===== src/rtl/core/kst_pkg.sv =====
// Shared types, constants and register codes of the kinetic scroll tracker.
`timescale 1ns / 1ps
`default_nettype none
package kst_pkg;

    // Sequencer step counter width
    localparam int STEP_W = 6;

    // Configuration register indexes (byte address / 4)
    localparam logic [1:0] REG_TAG    = 2'd0;
    localparam logic [1:0] REG_DECEL  = 2'd1;
    localparam logic [1:0] REG_GAIN   = 2'd2;
    localparam logic [1:0] REG_INVERT = 2'd3;

    // Arithmetic constants
    localparam logic [6:0]         DEFAULT_PCT = 7'd5;
    localparam logic [6:0]         PCT_BASE    = 7'd100;
    localparam logic signed [31:0] MIN_SPEED   = 32'sd2;
    localparam logic [4:0]         ANGLE_SCALE = 5'd20;

    // Divide-by-constant: divisor and floor(2^32 / divisor)
    localparam logic [31:0] DIV100_D = 32'd100;
    localparam logic [31:0] DIV100_M = 32'd42949672;
    localparam logic [31:0] DIV36K_D = 32'd36000;
    localparam logic [31:0] DIV36K_M = 32'd119304;

    // Datapath micro-operations
    typedef enum logic [4:0] {
        OP_NOP,
        OP_LOAD,
        OP_MUL_SG,
        OP_MUL_VD,
        OP_MUL_ANG,
        OP_DIV_PROD100,
        OP_DIV_PROD36K,
        OP_DIV_ANG100,
        OP_COMMIT,
        OP_DECAY,
        OP_STOP,
        OP_PRESS,
        OP_FLING,
        OP_SETTLE,
        OP_DRAW,
        OP_SET_ANG,
        OP_SET_DEG,
        OP_EMIT
    } t_op;

    // Jump conditions
    typedef enum logic [3:0] {
        C_NEVER,
        C_ALWAYS,
        C_NO_ITEM,
        C_NOT_FIRST,
        C_NOT_ROLL,
        C_PRESS,
        C_FLING,
        C_VEL_ZERO,
        C_DECEL_FULL,
        C_DIV_BUSY,
        C_OUT_FULL
    } t_cond;

    // One microcode word
    typedef struct packed {
        t_op               op;
        t_cond             cond;
        logic [STEP_W-1:0] target;
    } t_uword;

    // Status from datapath to sequencer
    typedef struct packed {
        logic no_item;
        logic first_hit;
        logic rolling;
        logic press_hit;
        logic fling_hit;
        logic vel_zero;
        logic decel_full;
        logic div_busy;
        logic out_full;
    } t_flags;

    // Configuration registers
    typedef struct packed {
        logic [7:0] tag;
        logic [6:0] decel;
        logic [7:0] gain;
        logic       invert;
    } t_cfg;

    // Divider request and response
    typedef struct packed {
        logic        start;
        logic        big;
        logic [31:0] x;
    } t_div_req;

    typedef struct packed {
        logic        busy;
        logic [31:0] quot;
        logic [31:0] rem;
    } t_div_rsp;

endpackage
`default_nettype wire


===== src/rtl/core/kst_if.sv =====
// Valid/ready channel interfaces for gesture samples and scroll results.
`timescale 1ns / 1ps
`default_nettype none
interface kst_in_if;
    logic               valid;
    logic               ready;
    logic [7:0]         first_press_tag;
    logic [7:0]         press_tag;
    logic [7:0]         velocity_tag;
    logic signed [15:0] drag_distance;
    logic signed [15:0] fling_velocity;
    logic signed [31:0] fling_total;

    modport source (
        output valid, first_press_tag, press_tag, velocity_tag,
               drag_distance, fling_velocity, fling_total,
        input  ready
    );
    modport sink (
        input  valid, first_press_tag, press_tag, velocity_tag,
               drag_distance, fling_velocity, fling_total,
        output ready
    );
endinterface

interface kst_out_if;
    logic               valid;
    logic               ready;
    logic signed [31:0] render_pos;
    logic signed [16:0] angle_hundredths;
    logic signed [9:0]  angle_degrees;

    modport source (
        output valid, render_pos, angle_hundredths, angle_degrees,
        input  ready
    );
    modport sink (
        input  valid, render_pos, angle_hundredths, angle_degrees,
        output ready
    );
endinterface
`default_nettype wire


===== src/rtl/core/kst_cdiv.sv =====
// Signed divide by 100 or 36000 with truncation, reciprocal multiply and correction.
`timescale 1ns / 1ps
`default_nettype none
module kst_cdiv (
    input  logic              i_clk,
    input  logic              i_rst_n,
    input  kst_pkg::t_div_req i_req,
    output kst_pkg::t_div_rsp o_rsp
);
    import kst_pkg::*;

    typedef enum logic [4:0] {
        S_IDLE = 5'b00001,
        S_MHI  = 5'b00010,
        S_MLO  = 5'b00100,
        S_FIX  = 5'b01000,
        S_SIGN = 5'b10000
    } t_dstate;

    t_dstate     r_state, n_state;
    logic        r_neg, r_big;
    logic [31:0] r_mag, r_q0, r_t, r_qu, r_ru, r_quot, r_rem;
    logic [31:0] w_m, w_d, w_lo, w_diff;
    logic [63:0] w_hi;

    // Constant select
    assign w_m = r_big ? DIV36K_M : DIV100_M;
    assign w_d = r_big ? DIV36K_D : DIV100_D;

    // Estimate quotient from the high word, then back-multiply
    assign w_hi   = {32'd0, r_mag} * {32'd0, w_m};
    assign w_lo   = r_q0 * w_d;
    assign w_diff = r_mag - r_t;

    // Next state
    always_comb begin
        n_state = r_state;
        unique case (r_state)
            S_IDLE: if (i_req.start) n_state = S_MHI;
            S_MHI:  n_state = S_MLO;
            S_MLO:  n_state = S_FIX;
            S_FIX:  n_state = S_SIGN;
            S_SIGN: n_state = S_IDLE;
            default: n_state = S_IDLE;
        endcase
    end

    always_ff @(posedge i_clk) begin
        if (!i_rst_n) begin
            r_state <= S_IDLE;
        end else begin
            r_state <= n_state;
        end
    end

    // Datapath registers
    always_ff @(posedge i_clk) begin
        unique case (r_state)
            S_IDLE: begin
                if (i_req.start) begin
                    r_neg <= i_req.x[31];
                    r_big <= i_req.big;
                    r_mag <= i_req.x[31] ? (32'd0 - i_req.x) : i_req.x;
                end
            end
            S_MHI: r_q0 <= w_hi[63:32];
            S_MLO: r_t  <= w_lo;
            S_FIX: begin
                // estimate is at most one low
                if (w_diff >= w_d) begin
                    r_qu <= r_q0 + 32'd1;
                    r_ru <= w_diff - w_d;
                end else begin
                    r_qu <= r_q0;
                    r_ru <= w_diff;
                end
            end
            S_SIGN: begin
                r_quot <= r_neg ? (32'd0 - r_qu) : r_qu;
                r_rem  <= r_neg ? (32'd0 - r_ru) : r_ru;
            end
            default: ;
        endcase
    end

    assign o_rsp.busy = (r_state != S_IDLE);
    assign o_rsp.quot = r_quot;
    assign o_rsp.rem  = r_rem;

endmodule
`default_nettype wire


===== src/rtl/core/kst_seq.sv =====
// Microcode sequencer: program table, step counter and conditional jumps.
`timescale 1ns / 1ps
`default_nettype none
module kst_seq (
    input  logic            i_clk,
    input  logic            i_rst_n,
    input  kst_pkg::t_flags i_flags,
    output kst_pkg::t_uword o_uw
);
    import kst_pkg::*;

    // Program labels
    localparam logic [STEP_W-1:0] ST_IDLE  = STEP_W'(0);
    localparam logic [STEP_W-1:0] ST_ROLL  = STEP_W'(6);
    localparam logic [STEP_W-1:0] ST_DIV_A = STEP_W'(4);
    localparam logic [STEP_W-1:0] ST_DIV_B = STEP_W'(13);
    localparam logic [STEP_W-1:0] ST_STOP  = STEP_W'(15);
    localparam logic [STEP_W-1:0] ST_PRESS = STEP_W'(16);
    localparam logic [STEP_W-1:0] ST_FLING = STEP_W'(17);
    localparam logic [STEP_W-1:0] ST_SETL  = STEP_W'(18);
    localparam logic [STEP_W-1:0] ST_DIV_C = STEP_W'(20);
    localparam logic [STEP_W-1:0] ST_DRAW  = STEP_W'(22);
    localparam logic [STEP_W-1:0] ST_DIV_D = STEP_W'(24);
    localparam logic [STEP_W-1:0] ST_DIV_E = STEP_W'(28);
    localparam logic [STEP_W-1:0] ST_DIV_F = STEP_W'(31);
    localparam logic [STEP_W-1:0] ST_EMIT  = STEP_W'(33);

    logic [STEP_W-1:0] r_step, n_step;
    t_uword            w_uw;
    logic              w_take;

    function automatic t_uword f_uw(input t_op op, input t_cond cond,
                                    input logic [STEP_W-1:0] target);
        t_uword w;
        w.op     = op;
        w.cond   = cond;
        w.target = target;
        return w;
    endfunction

    // Program table
    function automatic t_uword f_rom(input logic [STEP_W-1:0] s);
        t_uword w;
        unique case (s)
            // wait for a sample and latch it
            6'd0:  w = f_uw(OP_LOAD,        C_NO_ITEM,    ST_IDLE);
            // first press on this tag commits pending motion
            6'd1:  w = f_uw(OP_NOP,         C_NOT_FIRST,  ST_ROLL);
            6'd2:  w = f_uw(OP_MUL_SG,      C_NEVER,      ST_IDLE);
            6'd3:  w = f_uw(OP_DIV_PROD100, C_NEVER,      ST_IDLE);
            6'd4:  w = f_uw(OP_NOP,         C_DIV_BUSY,   ST_DIV_A);
            6'd5:  w = f_uw(OP_COMMIT,      C_NEVER,      ST_IDLE);
            // gesture dispatch
            6'd6:  w = f_uw(OP_NOP,         C_NOT_ROLL,   ST_EMIT);
            6'd7:  w = f_uw(OP_NOP,         C_PRESS,      ST_PRESS);
            6'd8:  w = f_uw(OP_NOP,         C_FLING,      ST_FLING);
            6'd9:  w = f_uw(OP_NOP,         C_VEL_ZERO,   ST_SETL);
            6'd10: w = f_uw(OP_NOP,         C_DECEL_FULL, ST_STOP);
            // friction decay
            6'd11: w = f_uw(OP_MUL_VD,      C_NEVER,      ST_IDLE);
            6'd12: w = f_uw(OP_DIV_PROD100, C_NEVER,      ST_IDLE);
            6'd13: w = f_uw(OP_NOP,         C_DIV_BUSY,   ST_DIV_B);
            6'd14: w = f_uw(OP_DECAY,       C_ALWAYS,     ST_DRAW);
            6'd15: w = f_uw(OP_STOP,        C_ALWAYS,     ST_DRAW);
            6'd16: w = f_uw(OP_PRESS,       C_ALWAYS,     ST_DRAW);
            6'd17: w = f_uw(OP_FLING,       C_ALWAYS,     ST_DRAW);
            // still: fold motion into the base position
            6'd18: w = f_uw(OP_MUL_SG,      C_NEVER,      ST_IDLE);
            6'd19: w = f_uw(OP_DIV_PROD100, C_NEVER,      ST_IDLE);
            6'd20: w = f_uw(OP_NOP,         C_DIV_BUSY,   ST_DIV_C);
            6'd21: w = f_uw(OP_SETTLE,      C_NEVER,      ST_IDLE);
            // draw position
            6'd22: w = f_uw(OP_MUL_SG,      C_NEVER,      ST_IDLE);
            6'd23: w = f_uw(OP_DIV_PROD100, C_NEVER,      ST_IDLE);
            6'd24: w = f_uw(OP_NOP,         C_DIV_BUSY,   ST_DIV_D);
            6'd25: w = f_uw(OP_DRAW,        C_NEVER,      ST_IDLE);
            // angle in hundredths, then whole degrees
            6'd26: w = f_uw(OP_MUL_ANG,     C_NEVER,      ST_IDLE);
            6'd27: w = f_uw(OP_DIV_PROD36K, C_NEVER,      ST_IDLE);
            6'd28: w = f_uw(OP_NOP,         C_DIV_BUSY,   ST_DIV_E);
            6'd29: w = f_uw(OP_SET_ANG,     C_NEVER,      ST_IDLE);
            6'd30: w = f_uw(OP_DIV_ANG100,  C_NEVER,      ST_IDLE);
            6'd31: w = f_uw(OP_NOP,         C_DIV_BUSY,   ST_DIV_F);
            6'd32: w = f_uw(OP_SET_DEG,     C_NEVER,      ST_IDLE);
            // hand the result to the output register
            6'd33: w = f_uw(OP_EMIT,        C_OUT_FULL,   ST_EMIT);
            6'd34: w = f_uw(OP_NOP,         C_ALWAYS,     ST_IDLE);
            default: w = f_uw(OP_NOP,       C_ALWAYS,     ST_IDLE);
        endcase
        return w;
    endfunction

    assign w_uw = f_rom(r_step);
    assign o_uw = w_uw;

    // Jump condition
    always_comb begin
        unique case (w_uw.cond)
            C_NEVER:      w_take = 1'b0;
            C_ALWAYS:     w_take = 1'b1;
            C_NO_ITEM:    w_take = i_flags.no_item;
            C_NOT_FIRST:  w_take = !i_flags.first_hit;
            C_NOT_ROLL:   w_take = !i_flags.rolling;
            C_PRESS:      w_take = i_flags.press_hit;
            C_FLING:      w_take = i_flags.fling_hit;
            C_VEL_ZERO:   w_take = i_flags.vel_zero;
            C_DECEL_FULL: w_take = i_flags.decel_full;
            C_DIV_BUSY:   w_take = i_flags.div_busy;
            C_OUT_FULL:   w_take = i_flags.out_full;
            default:      w_take = 1'b0;
        endcase
        n_step = w_take ? w_uw.target : (r_step + STEP_W'(1));
    end

    always_ff @(posedge i_clk) begin
        if (!i_rst_n) begin
            r_step <= ST_IDLE;
        end else begin
            r_step <= n_step;
        end
    end

endmodule
`default_nettype wire


===== src/rtl/core/kst_dpath.sv =====
// Scroll datapath: input latches, motion state, multiplier and output register.
`timescale 1ns / 1ps
`default_nettype none
module kst_dpath (
    input  logic              i_clk,
    input  logic              i_rst_n,
    input  kst_pkg::t_cfg     i_cfg,
    input  kst_pkg::t_uword   i_uw,
    input  kst_pkg::t_div_rsp i_div,
    output kst_pkg::t_div_req o_div,
    output kst_pkg::t_flags   o_flags,
    kst_in_if.sink            i_item,
    kst_out_if.source         o_result
);
    import kst_pkg::*;

    // Latched sample
    logic [7:0]  r_ftag, r_ptag, r_vtag;
    logic [31:0] r_dist, r_vel, r_total;
    // Motion state
    logic [31:0] r_base, r_drag, r_scroll, r_cvel, r_draw;
    logic        r_rolling;
    logic [16:0] r_ang;
    logic [9:0]  r_deg;
    // Product and output register
    logic [31:0] r_prod;
    logic        r_out_valid;
    logic [31:0] r_out_draw;
    logic [16:0] r_out_ang;
    logic [9:0]  r_out_deg;

    logic [6:0]         w_decel, w_keep;
    logic [7:0]         w_gain;
    logic [31:0]        w_dist, w_vel, w_total;
    logic [31:0]        w_mul_a, w_prod;
    logic [7:0]         w_mul_b;
    logic signed [31:0] w_q, w_v;
    logic               w_load, w_out_full, w_emit;

    // Effective percentages
    always_comb begin
        if (i_cfg.decel == 7'd0) begin
            w_decel = DEFAULT_PCT;
        end else if (i_cfg.decel > PCT_BASE) begin
            w_decel = PCT_BASE;
        end else begin
            w_decel = i_cfg.decel;
        end
        w_gain = (i_cfg.gain == 8'd0) ? {1'b0, DEFAULT_PCT} : i_cfg.gain;
        w_keep = PCT_BASE - w_decel;
    end

    // Sample intake with optional direction flip
    assign i_item.ready = (i_uw.op == OP_LOAD);
    assign w_load       = i_item.valid && (i_uw.op == OP_LOAD);

    always_comb begin
        w_dist  = {{16{i_item.drag_distance[15]}}, i_item.drag_distance};
        w_vel   = {{16{i_item.fling_velocity[15]}}, i_item.fling_velocity};
        w_total = i_item.fling_total;
        if (i_cfg.invert) begin
            w_dist  = 32'd0 - w_dist;
            w_vel   = 32'd0 - w_vel;
            w_total = 32'd0 - w_total;
        end
    end

    always_ff @(posedge i_clk) begin
        if (w_load) begin
            r_ftag  <= i_item.first_press_tag;
            r_ptag  <= i_item.press_tag;
            r_vtag  <= i_item.velocity_tag;
            r_dist  <= w_dist;
            r_vel   <= w_vel;
            r_total <= w_total;
        end
    end

    // Shared 32x8 multiplier, product wraps at 32 bits
    always_comb begin
        unique case (i_uw.op)
            OP_MUL_VD: begin
                w_mul_a = r_cvel;
                w_mul_b = {1'b0, w_keep};
            end
            OP_MUL_ANG: begin
                w_mul_a = 32'd0 - r_draw;
                w_mul_b = {3'd0, ANGLE_SCALE};
            end
            default: begin
                w_mul_a = r_scroll;
                w_mul_b = w_gain;
            end
        endcase
    end

    assign w_prod = w_mul_a * {24'd0, w_mul_b};

    always_ff @(posedge i_clk) begin
        if (i_uw.op == OP_MUL_SG || i_uw.op == OP_MUL_VD || i_uw.op == OP_MUL_ANG) begin
            r_prod <= w_prod;
        end
    end

    // Divider request
    assign o_div.start = (i_uw.op == OP_DIV_PROD100) || (i_uw.op == OP_DIV_PROD36K) ||
                         (i_uw.op == OP_DIV_ANG100);
    assign o_div.big   = (i_uw.op == OP_DIV_PROD36K);
    assign o_div.x     = (i_uw.op == OP_DIV_ANG100) ? {{15{r_ang[16]}}, r_ang} : r_prod;

    // Decayed velocity: magnitudes below the minimum speed stop
    assign w_q = i_div.quot;
    assign w_v = ((w_q > -MIN_SPEED) && (w_q < MIN_SPEED)) ? 32'sd0 : w_q;

    // Motion state update
    always_ff @(posedge i_clk) begin
        if (!i_rst_n) begin
            r_base    <= 32'd0;
            r_drag    <= 32'd0;
            r_scroll  <= 32'd0;
            r_cvel    <= 32'd0;
            r_rolling <= 1'b0;
            r_draw    <= 32'd0;
            r_ang     <= 17'd0;
            r_deg     <= 10'd0;
        end else begin
            unique case (i_uw.op)
                OP_COMMIT: begin
                    r_base    <= r_base + w_q + r_drag;
                    r_cvel    <= 32'd0;
                    r_scroll  <= 32'd0;
                    r_rolling <= 1'b1;
                end
                OP_DECAY: begin
                    r_cvel   <= w_v;
                    r_scroll <= r_scroll + w_v;
                end
                OP_STOP: r_cvel <= 32'd0;
                OP_PRESS: begin
                    r_drag   <= r_dist;
                    r_cvel   <= 32'd0;
                    r_scroll <= 32'd0;
                end
                OP_FLING: begin
                    r_cvel   <= r_vel;
                    r_scroll <= r_total;
                end
                OP_SETTLE: begin
                    r_base   <= r_base + r_drag + w_q;
                    r_drag   <= 32'd0;
                    r_scroll <= 32'd0;
                end
                OP_DRAW:    r_draw <= r_base + w_q + r_drag;
                OP_SET_ANG: r_ang  <= i_div.rem[16:0];
                OP_SET_DEG: r_deg  <= i_div.quot[9:0];
                default: ;
            endcase
        end
    end

    // Output register
    assign w_out_full = r_out_valid && !o_result.ready;
    assign w_emit     = (i_uw.op == OP_EMIT) && !w_out_full;

    always_ff @(posedge i_clk) begin
        if (!i_rst_n) begin
            r_out_valid <= 1'b0;
        end else if (w_emit) begin
            r_out_valid <= 1'b1;
        end else if (o_result.ready) begin
            r_out_valid <= 1'b0;
        end
    end

    always_ff @(posedge i_clk) begin
        if (w_emit) begin
            r_out_draw <= r_draw;
            r_out_ang  <= r_ang;
            r_out_deg  <= r_deg;
        end
    end

    assign o_result.valid            = r_out_valid;
    assign o_result.render_pos       = r_out_draw;
    assign o_result.angle_hundredths = r_out_ang;
    assign o_result.angle_degrees    = r_out_deg;

    // Status for the sequencer
    assign o_flags.no_item    = !i_item.valid;
    assign o_flags.first_hit  = (r_ftag == i_cfg.tag);
    assign o_flags.rolling    = r_rolling;
    assign o_flags.press_hit  = (r_ptag == i_cfg.tag);
    assign o_flags.fling_hit  = (r_vel != 32'd0) && (r_vtag == i_cfg.tag);
    assign o_flags.vel_zero   = (r_cvel == 32'd0);
    assign o_flags.decel_full = (w_decel == PCT_BASE);
    assign o_flags.div_busy   = i_div.busy;
    assign o_flags.out_full   = w_out_full;

endmodule
`default_nettype wire


===== src/rtl/core/kinetic_scroll_tracker_core.sv =====
// Top level of the kinetic scroll tracker: register port, sequencer, datapath, divider.
`timescale 1ns / 1ps
`default_nettype none
// One gesture sample per display frame goes in on i_item and one result (draw
// position, angle in hundredths and whole degrees) comes out on o_result for
// every sample. The block works on one sample at a time under a microcoded
// sequencer: a sample that finds the area not tracking skips the divider; a
// tracking sample waits on the shared divide-by-constant unit (reciprocal
// multiply, back-multiply, correction and sign fix), which it uses up to five
// times. A new sample is taken while the previous result still waits in the
// output register; a result that cannot be handed over holds the sequencer.
// Registers on the APB port: 0x0 tag, 0x4 deceleration percent, 0x8 gain
// percent, 0xC invert direction; write them only while the block is idle.
module kinetic_scroll_tracker_core (
    input  logic        i_clk,
    input  logic        i_rst_n,
    input  logic        psel,
    input  logic        penable,
    input  logic        pwrite,
    input  logic [3:0]  paddr,
    input  logic [31:0] pwdata,
    output logic [31:0] prdata,
    output logic        pready,
    kst_in_if.sink      i_item,
    kst_out_if.source   o_result
);
    import kst_pkg::*;

    t_cfg     r_cfg;
    t_uword   w_uw;
    t_flags   w_flags;
    t_div_req w_div_req;
    t_div_rsp w_div_rsp;
    logic     w_wr;

    // Register port
    assign pready = 1'b1;
    assign w_wr   = psel && penable && pwrite;

    always_ff @(posedge i_clk) begin
        if (!i_rst_n) begin
            r_cfg <= '0;
        end else if (w_wr) begin
            unique case (paddr[3:2])
                REG_TAG:    r_cfg.tag    <= pwdata[7:0];
                REG_DECEL:  r_cfg.decel  <= pwdata[6:0];
                REG_GAIN:   r_cfg.gain   <= pwdata[7:0];
                REG_INVERT: r_cfg.invert <= pwdata[0];
                default: ;
            endcase
        end
    end

    always_comb begin
        unique case (paddr[3:2])
            REG_TAG:    prdata = {24'd0, r_cfg.tag};
            REG_DECEL:  prdata = {25'd0, r_cfg.decel};
            REG_GAIN:   prdata = {24'd0, r_cfg.gain};
            REG_INVERT: prdata = {31'd0, r_cfg.invert};
            default:    prdata = 32'd0;
        endcase
    end

    kst_seq u_seq (
        .i_clk   (i_clk),
        .i_rst_n (i_rst_n),
        .i_flags (w_flags),
        .o_uw    (w_uw)
    );

    kst_dpath u_dpath (
        .i_clk    (i_clk),
        .i_rst_n  (i_rst_n),
        .i_cfg    (r_cfg),
        .i_uw     (w_uw),
        .i_div    (w_div_rsp),
        .o_div    (w_div_req),
        .o_flags  (w_flags),
        .i_item   (i_item),
        .o_result (o_result)
    );

    kst_cdiv u_cdiv (
        .i_clk   (i_clk),
        .i_rst_n (i_rst_n),
        .i_req   (w_div_req),
        .o_rsp   (w_div_rsp)
    );

    // The divider is only started once the previous division has finished
    a_div_free: assert property (@(posedge i_clk) disable iff (!i_rst_n)
        w_div_req.start |-> !w_div_rsp.busy)
        else $error("divider started while busy");

    // A taken sample moves the sequencer off the intake step
    a_one_item: assert property (@(posedge i_clk) disable iff (!i_rst_n)
        (i_item.valid && i_item.ready) |=> !i_item.ready)
        else $error("intake still open after a sample was taken");

    // Angles delivered stay within one turn
    a_angle_range: assert property (@(posedge i_clk) disable iff (!i_rst_n)
        o_result.valid |-> ((o_result.angle_hundredths > -17'sd36000) &&
                            (o_result.angle_hundredths < 17'sd36000) &&
                            (o_result.angle_degrees > -10'sd360) &&
                            (o_result.angle_degrees < 10'sd360)))
        else $error("angle out of range");

endmodule
`default_nettype wire

===== src/flat_wrapper.sv =====
// flat-port wrapper written by rule: the top's interface ports become plain ports
module kinetic_scroll_tracker_core_flat import kst_pkg::*;
  (i_clk, i_rst_n, psel, penable, pwrite, paddr, pwdata, prdata, pready, i_item_valid, i_item_first_press_tag, i_item_press_tag, i_item_velocity_tag, i_item_drag_distance, i_item_fling_velocity, i_item_fling_total, i_item_ready, o_result_valid, o_result_render_pos, o_result_angle_hundredths, o_result_angle_degrees, o_result_ready);
  kst_in_if i_item_i ();
  kst_out_if o_result_i ();
  input  logic i_clk;
  input  logic i_rst_n;
  input  logic psel;
  input  logic penable;
  input  logic pwrite;
  input  logic [3:0] paddr;
  input  logic [31:0] pwdata;
  output logic [31:0] prdata;
  output logic pready;
  input wire logic [$bits(i_item_i.valid)-1:0] i_item_valid;
  input wire logic [$bits(i_item_i.first_press_tag)-1:0] i_item_first_press_tag;
  input wire logic [$bits(i_item_i.press_tag)-1:0] i_item_press_tag;
  input wire logic [$bits(i_item_i.velocity_tag)-1:0] i_item_velocity_tag;
  input wire logic [$bits(i_item_i.drag_distance)-1:0] i_item_drag_distance;
  input wire logic [$bits(i_item_i.fling_velocity)-1:0] i_item_fling_velocity;
  input wire logic [$bits(i_item_i.fling_total)-1:0] i_item_fling_total;
  output wire logic [$bits(i_item_i.ready)-1:0] i_item_ready;
  output wire logic [$bits(o_result_i.valid)-1:0] o_result_valid;
  output wire logic [$bits(o_result_i.render_pos)-1:0] o_result_render_pos;
  output wire logic [$bits(o_result_i.angle_hundredths)-1:0] o_result_angle_hundredths;
  output wire logic [$bits(o_result_i.angle_degrees)-1:0] o_result_angle_degrees;
  input wire logic [$bits(o_result_i.ready)-1:0] o_result_ready;
  assign i_item_i.valid = i_item_valid;
  assign i_item_i.first_press_tag = i_item_first_press_tag;
  assign i_item_i.press_tag = i_item_press_tag;
  assign i_item_i.velocity_tag = i_item_velocity_tag;
  assign i_item_i.drag_distance = i_item_drag_distance;
  assign i_item_i.fling_velocity = i_item_fling_velocity;
  assign i_item_i.fling_total = i_item_fling_total;
  assign i_item_ready = i_item_i.ready;
  assign o_result_valid = o_result_i.valid;
  assign o_result_render_pos = o_result_i.render_pos;
  assign o_result_angle_hundredths = o_result_i.angle_hundredths;
  assign o_result_angle_degrees = o_result_i.angle_degrees;
  assign o_result_i.ready = o_result_ready;
  kinetic_scroll_tracker_core u_core (.i_clk(i_clk), .i_rst_n(i_rst_n), .psel(psel), .penable(penable), .pwrite(pwrite), .paddr(paddr), .pwdata(pwdata), .prdata(prdata), .pready(pready), .i_item(i_item_i), .o_result(o_result_i));
endmodule

===== config.mk =====
export PLATFORM = sky130hd
export DESIGN_NAME = kinetic_scroll_tracker_core_flat
export DESIGN_NICKNAME = d
export VERILOG_FILES = /design/src/rtl/core/kst_pkg.sv /design/src/rtl/core/kst_if.sv /design/src/rtl/core/kst_cdiv.sv /design/src/rtl/core/kst_seq.sv /design/src/rtl/core/kst_dpath.sv /design/src/rtl/core/kinetic_scroll_tracker_core.sv /design/src/flat_wrapper.sv
export SDC_FILE = /design/constraint.sdc
export NUM_CORES = 2
export LEC_CHECK = 0
export BUFFER_PORTS_ARGS = -buffer_cell sky130_fd_sc_hd__buf_2
export CORE_UTILIZATION = 55
export CTS_CLUSTER_SIZE = 16
export DETAILED_ROUTE_END_ITERATION = 8
export PLACE_DENSITY = 0.8
export REMOVE_ABC_BUFFERS = 1
export SLEW_MARGIN = 10
export SYNTH_ARGS = -nofsm -noshare
export SYNTH_HDL_FRONTEND = slang
export SYNTH_SLANG_ARGS = --single-unit

===== constraint.sdc =====
create_clock -name i_clk -period 8.3 [get_ports i_clk]
set_input_delay 0.83 -clock i_clk [delete_from_list [all_inputs] [get_ports i_clk]]
set_output_delay 0.83 -clock i_clk [all_outputs]
set_load 0.005 [all_outputs]

# [Yosys cells after proc, flatten, opt, wreduce, memory -nomap -nowiden]
# Memories as Yosys holds them, arrays and structs flattened. A register that Yosys moved wholly into a read port is not among the register bits.
# Cells that the tools add are included.
[word_totals] regBits=631 romBits=960 output_inout_bits=94 wordCells=163 mem_count=1
[mem_list] name="(name not given)" words=64 width=15 rd=1 rd_ports_with_merged_regs=1 write_ports=0 line="kst_seq.sv:44" text="unique case (s)"
[classes] n_addsub=17 n_mul=3 n_lt_le_gt_ge=4 n_eq_ne=41 muxes=29 n_reduce_logical=33
[op_table] operator="32-bit two-way mux" n=7
[op_table] operator="32-bit one-hot mux with 2 select lines" n=3
[op_table] operator="32-bit one-hot mux with 3 select lines" n=2
[op_table] operator="32-bit adder" n=5
[op_table] operator="32-bit one-hot mux with 4 select lines" n=1
[op_table] operator="1-bit by 32-bit subtractor with 32-bit output (first input constant)" n=4
[op_table] operator="32-bit by 32-bit multiplier with 64-bit output" n=1
[op_table] operator="5-bit by 4-bit equality test with 1-bit output (second input constant)" n=9
[op_table] operator="17-bit two-way mux" n=2
[op_table] operator="1-bit by 16-bit subtractor with 17-bit output (first input constant)" n=2
[op_table] operator="32-bit by 1-bit adder with 32-bit output (second input constant)" n=1
[op_table] operator="32-bit by 16-bit >= comparator with 1-bit output" n=1
[op_table] operator="32-bit by 2-bit > comparator with 1-bit output (second input constant)" n=1
[op_table] operator="32-bit logical NOT" n=1
[op_table] operator="32-bit by 3-bit less-than comparator with 1-bit output (second input constant)" n=1
[op_table] operator="32-bit by 16-bit multiplier with 32-bit output" n=1
[op_table] operator="32-bit by 8-bit multiplier with 32-bit output" n=1
[op_table] operator="32-bit nonzero test" n=1
[op_table] operator="32-bit subtractor" n=1
[op_table] operator="31-bit two-way mux" n=1
[op_table] operator="26-bit two-way mux" n=1
[op_table] operator="5-bit by 3-bit equality test with 1-bit output (second input constant)" n=5
[op_table] operator="8-bit equality test" n=3
[op_table] operator="5-bit one-hot mux with 4 select lines" n=1
[op_table] operator="35 further kinds" n=71

# [Logic depth before layout (Yosys ltp)]
[depth] ltp_word=7 ltp_mapped=32 mapped_depth_nobuf=31

# [Modules after synthesis]
# From an unflattened synthesis, not the netlist that was laid out.
[hier_totals] hier_cells=6122 area_unflattened_um2=60443.0
[modules_own_cells] mod="kst_cdiv" instances=1 cells_each=3074 area_per_inst_um2=31780.5 seq_area_each_um2=6496.2
[modules_own_cells] mod="kst_dpath" instances=1 cells_each=2709 area_per_inst_um2=25734.7 seq_area_each_um2=8918.6
[modules_own_cells] mod="kst_seq" instances=1 cells_each=198 area_per_inst_um2=1651.6 seq_area_each_um2=420.4
[modules_own_cells] mod="kinetic_scroll_tracker_core" instances=1 cells_each=141 area_per_inst_um2=1276.2 seq_area_each_um2=480.5

# [Worst setup path after synthesis]
# Ideal clock, no wire load.
[synth_timing] path_type="reg-to-reg" startpoint="reg u_core.u_cdiv.r_big" endpoint="reg u_core.u_cdiv.r_q0[22] (data pin)" setup_ns=0.258 arrival_ns=7.127 path_slack_ns=0.915 stages_incl_launch_ff=27 n_path_buf=1 synth_period_minus_slack_ns=7.385 cell_sequence="edfxtp_1 -> clkbuf_1 -> nor2b_1 -> ha_1 -> inv_1 -> fa_1 -> inv_1 -> fa_1 -> inv_1 -> fa_1 -> fa_1 -> fa_1 -> inv_1 -> fa_1 -> ha_1 -> nand2_1 -> or3_1 -> nand4bb_1 -> a21oi_1 -> a211oi_2 -> a21oi_1 -> a211o_1 -> a31oi_4 -> a21oi_1 -> or2_1 -> a31oi_1 -> xnor2_1"
[synth_between] elab_chain_cells=2
[synth_rtl] element="start: declaration" line="kst_cdiv.sv:21" text="logic r_neg, r_big;"
[synth_rtl] element="start signal: assignment" line="kst_cdiv.sv:62" text="r_big <= i_req.big;"
[synth_rtl] element="26-bit two-way mux" line="kst_cdiv.sv:27" text="assign w_m = r_big ? DIV36K_M : DIV100_M;"
[synth_rtl] element="32-bit by 32-bit multiplier with 64-bit output" line="kst_cdiv.sv:31" text="assign w_hi = {32'd0, r_mag} * {32'd0, w_m};"
[synth_rtl] element="net u_core.u_cdiv.w_hi[54]" line="kst_cdiv.sv:24" text="logic [63:0] w_hi;"
[synth_rtl] element="end signal: assignment" line="kst_cdiv.sv:66" text="S_MHI: r_q0 <= w_hi[63:32];"
[synth_rtl] element="end: declaration" line="kst_cdiv.sv:22" text="logic [31:0] r_mag, r_q0, r_t, r_qu, r_ru, r_quot, r_rem;"
# The timed path passes the listed nets, and every way through them passes these cells.
# A chain may end at the register's enable or synchronous reset.

# [Worst setup path in the final report]
# Ends and elaborated chain as after synthesis.

==> results.toml <==
[floorplanning]
dieArea_um2 = 106700
die_w_um = 326.6
coreArea_um2 = 103900
die_h_um = 326.6
rows = 118
start_util_pct = 55.77
io_pins = 225

[worst_setup_path]
worst-setup-path-type = "flop to flop"
arrival_ns = 8.45
cp-end-kind = "flop"
worstPathRequired_ns = 8.72
start_kind = "flop"
r2r_start = "u_core.u_cdiv.r_big"
cp_max_fo = 66
r2r_end = "u_core.u_cdiv.r_q0[22]"
rrSetupSlack_ns = 0.27
r2r_cells = 25

[synth]
synth_area_leader_cell = "fa_1"
seq_area_frac_synth_pct = 26.90
synth_top_cell_area_share_pct = 21.86
synth.distinct_cells = 102
ys_seq_elements = 594
syn_area_um2 = 57960
postSynthCellCount = 5810
synth.area.top_cells = "fa_1, edfxtp_1, ha_1"
ys.flop_type = "edfxtp_1"
avgSynthCellArea_um2 = 9.976
ys.warnings.count = 0
synthArstFlopShare_pct = 0
synth_edf_count = 370

[sta]
setup_ws_ns = 0.2743
fmax_mhz = 124.6
finClkSkew_ns = 0.05338
slew_viol_final = 0
rsz0062_at_grt = "no"
period_minus_slack_ns = 8.026
hold_violations = 0
setup_viol = 0
worst_slew_pin_slew_ns = 1.190
final.period_utilization_pct = 96.70
slew_headroom_pct = 20.37

[placed_design]
numPortBuffers = 173
place_ws_ns = 0.3022
dp_hpwl_um = 119000
place.gp.congestion = 0.9862

[clocking]
cts_tree = "done"
numCtsBuffers = 61
clkSlewWorstSetupHoldPaths_ns = 0.06
cts_setup_buffers = 0
root_buffer = "clkbuf_16"
cts_max_level = 2
clk_path_buf_depth = 3
cts_num_sinks = 594
clk_latency_ns = 0.69

[power_and_ir_drop]
peakVddDrop_mv = 0.5353
leakagePower_nw = 29.02
p_per_area_nw_per_um2 = 268.9

[detailed_routing]
routed_wl_um = 149400
first_pass_iters = 8
drc = 0
first_iter_violations = 3813
viasPerCell = 5.781
ant_nets = 0
post_drt_wl_per_cell_um = 19.98
vias = 43240

[cells_and_area]
area_growth_pct = 9.107
nets = 7449
drive_gt1_share_pct = 8.990
fin_util_pct = 60.84
nFillCells = 8328

[hold_path]
min_path_type = "input pin to flop"
holdCritStartpoint = "i_item_press_tag[5]"
whs_endpoint = "u_core.u_dpath.r_ptag[5]"
hold_path_depth = 1

[grt]
grt_start_max_net_pins = 97
grt_pass1_wl_um = 238100
grt-ovfl-total = 0
grt_pass1_vias = 44380
antenna_found_initial = 8
grt_usage_pct = 28.21

[run_status]
outcome = "completed"

[flow_run]
max_cap_viol_count = 0
[critical path, cell delays in order, from the launching register on]
cell and delay [ns]:
edfxtp_1 0.42, buf_12 0.20, nor2b_1 0.41, buf_4 0.28, fa_1 0.44, ha_1 0.23, fa_1 0.51, fa_1 0.50
inv_1 0.06, fa_1 0.53, inv_1 0.06, fa_1 0.50, fa_1 0.51, ha_1 0.33, a211oi_1 0.24, nor2_1 0.10
o21bai_1 0.31, a31oi_1 0.22, a211oi_2 0.32, a21oi_1 0.14, a211o_1 0.32, a31oi_4 0.26, a21oi_1 0.18, or2_1 0.31
a31oi_1 0.20, xnor2_1 0.08
[routing by layer]
| layer | global-route usage [%] | share of wire, % |
|---|---|---|
| met1 | 36.14 | 40 |
| met2 | 48.39 | 49 |
| met3 | 3.716 | 6.8 |
| met4 | 11.11 | 4.4 |
| met5 | 0 | 0 |
[metrics by stage]
step / hold slack (ns) / std cells / TNS (ns) / power, mW / area [um^2]
after floorplan: 0.4080 / 5680 / -7.727 / 11.38 / 57370
after CTS: 0.3366 / 7476 / 0 / 17.01 / 63200
after global placement: 0.4153 / 7361 / 0 / 13.64 / 61040
after detailed placement: 0.4168 / 7361 / 0 / 14.00 / 61040
after global routing: 0.3419 / 7478 / 0 / 18.48 / 63240
final: 0.3633 / 7479 / 0 / 17.00 / 63240
[kinds of logic (layout without fill, tap and decap cells)]
family	count (synthesis)	after routing	synth area share, %
XOR/XNOR	383	383	5.800
multiplexers	75	75	1.336
other	2	59	0.01296
AND/OR/NAND/NOR	1614	1614	13.61
buffers and inverters	1021	1253	6.800
flip-flops	594	594	26.90
adder cells (fa/ha/maj)	1274	1274	35.70
AO/OA/AOI/OAI	847	847	9.835
[how the worst max path moves through the flow]
stage	startpoint	endpoint	depth (start not counted)	slack, ns
6_report	u_core.u_cdiv.r_big	u_core.u_cdiv.r_q0[22]	25	0.27
5_1_grt	u_core.r_cfg[12]	u_core.u_dpath.r_prod[30]	29	0.007
4_1_cts	u_core.r_cfg[12]	u_core.u_dpath.r_prod[30]	28	0.23
3_5_place_dp	u_core.r_cfg[12]	u_core.u_dpath.r_prod[30]	28	0.30
3_3_place_gp	u_core.r_cfg[12]	u_core.u_dpath.r_prod[30]	28	0.40
2_1_floorplan	u_core.u_seq.o_uw[11]	u_core.u_dpath.r_prod[30]	24	-1.12
[area by class of cell]
class | count | area (um^2) | area share, %
tap | 1380 | 1727 | 2.730
clock inverter | 35 | 407.9 | 0.6450
multi-input combinational | 4249 | 38770 | 61.30
sequential | 594 | 15600 | 24.66
timing repair buffer | 301 | 1842 | 2.912
antenna | 3 | 7.507 | 0.01187
inverter | 837 | 3142 | 4.968
clock buffer | 80 | 1752 | 2.770
[cell usage in the layout, fill, tap and decap left out, types with 38 or more instances in the layout]
| cell | Yosys | routed |
|---|---|---|
| nand2b_1 | 52 | 52 |
| dfxtp_1 | 224 | 223 |
| nor3_1 | 91 | 85 |
| o21ai_0 | 177 | 177 |
| or2_2 | 64 | 64 |
| o21a_1 | 43 | 43 |
| inv_1 | 836 | 836 |
| conb_1 | 2 | 56 |
| a21oi_1 | 195 | 193 |
| nor4_1 | 40 | 38 |
| ha_1 | 641 | 641 |
| fa_1 | 633 | 633 |
| edfxtp_1 | 370 | 370 |
| and3_1 | 46 | 44 |
| buf_2 | 6 | 172 |
| nor2b_1 | 126 | 125 |
| o31ai_1 | 40 | 40 |
| nand2_1 | 404 | 404 |
| clkbuf_16 | 0 | 64 |
| a21o_1 | 43 | 43 |
| a21boi_0 | 69 | 69 |
| xor2_1 | 116 | 116 |
| buf_4 | 27 | 128 |
| and2_1 | 107 | 107 |
| nor2_1 | 470 | 466 |
| mux2i_1 | 65 | 65 |
| a221oi_1 | 55 | 55 |
| nand3_1 | 76 | 75 |
| xnor2_1 | 266 | 266 |
[power by group]
part	total, mW	internal [mW]	switching [mW]
clock network	2.91	1.64	1.27
logic	10.1	4.33	5.80
registers	3.96	3.78	0.178
[flip-flops by register name, summed over array words and instances (netlist names), 10 cells and up]
signal and count:
u_core.u_dpath.r_deg 10, u_core.u_cdiv.r_ru 17, u_core.u_seq.o_uw 15, u_core.u_dpath.r_drag 17, u_core.u_dpath.o_result.render_pos 32, u_core.u_dpath.r_prod 32, u_core.u_dpath.r_base 32, u_core.u_dpath.r_scroll 32
u_core.u_dpath.r_ang 17, u_core.u_cdiv.r_mag 32, u_core.r_cfg 24, u_core.u_dpath.r_dist 17, u_core.u_cdiv.r_rem 17, u_core.u_cdiv.r_qu 30, u_core.u_dpath.o_result.angle_degrees 10, u_core.u_dpath.r_cvel 32
u_core.u_dpath.r_draw 32, u_core.u_cdiv.r_quot 32, u_core.u_cdiv.r_q0 29, u_core.u_dpath.r_total 32, u_core.u_dpath.o_result.angle_hundredths 17, u_core.u_dpath.r_vel 17, u_core.u_cdiv.r_t 30
[what timing repair did]
item,4_1_cts,5_1_grt
resized for setup,0,5
hold buffers,0,0
setup endpoints to repair,0,3
[cell usage after synthesis, types with 10 or more instances]
cell	count
inv_1	836
ha_1	641
fa_1	633
nor2_1	470
nand2_1	404
edfxtp_1	370
xnor2_1	266
dfxtp_1	224
a21oi_1	195
o21ai_0	177
clkbuf_1	141
nor2b_1	126
xor2_1	116
and2_1	107
nor3_1	91
nand3_1	76
a21boi_0	69
mux2i_1	65
or2_2	64
a221oi_1	55
nand2b_1	52
and3_1	46
a21o_1	43
o21a_1	43
nor4_1	40
o31ai_1	40
nand4_1	31
or3_1	31
a31oi_1	28
buf_4	27
a211oi_1	26
or4_1	23
o41ai_1	22
a22oi_1	16
nor3b_1	16
a22o_1	13
o21bai_1	12
buf_1	10
o211a_1	10
o211ai_1	10
No activity file was read; power rests on OpenSTA's default activity.
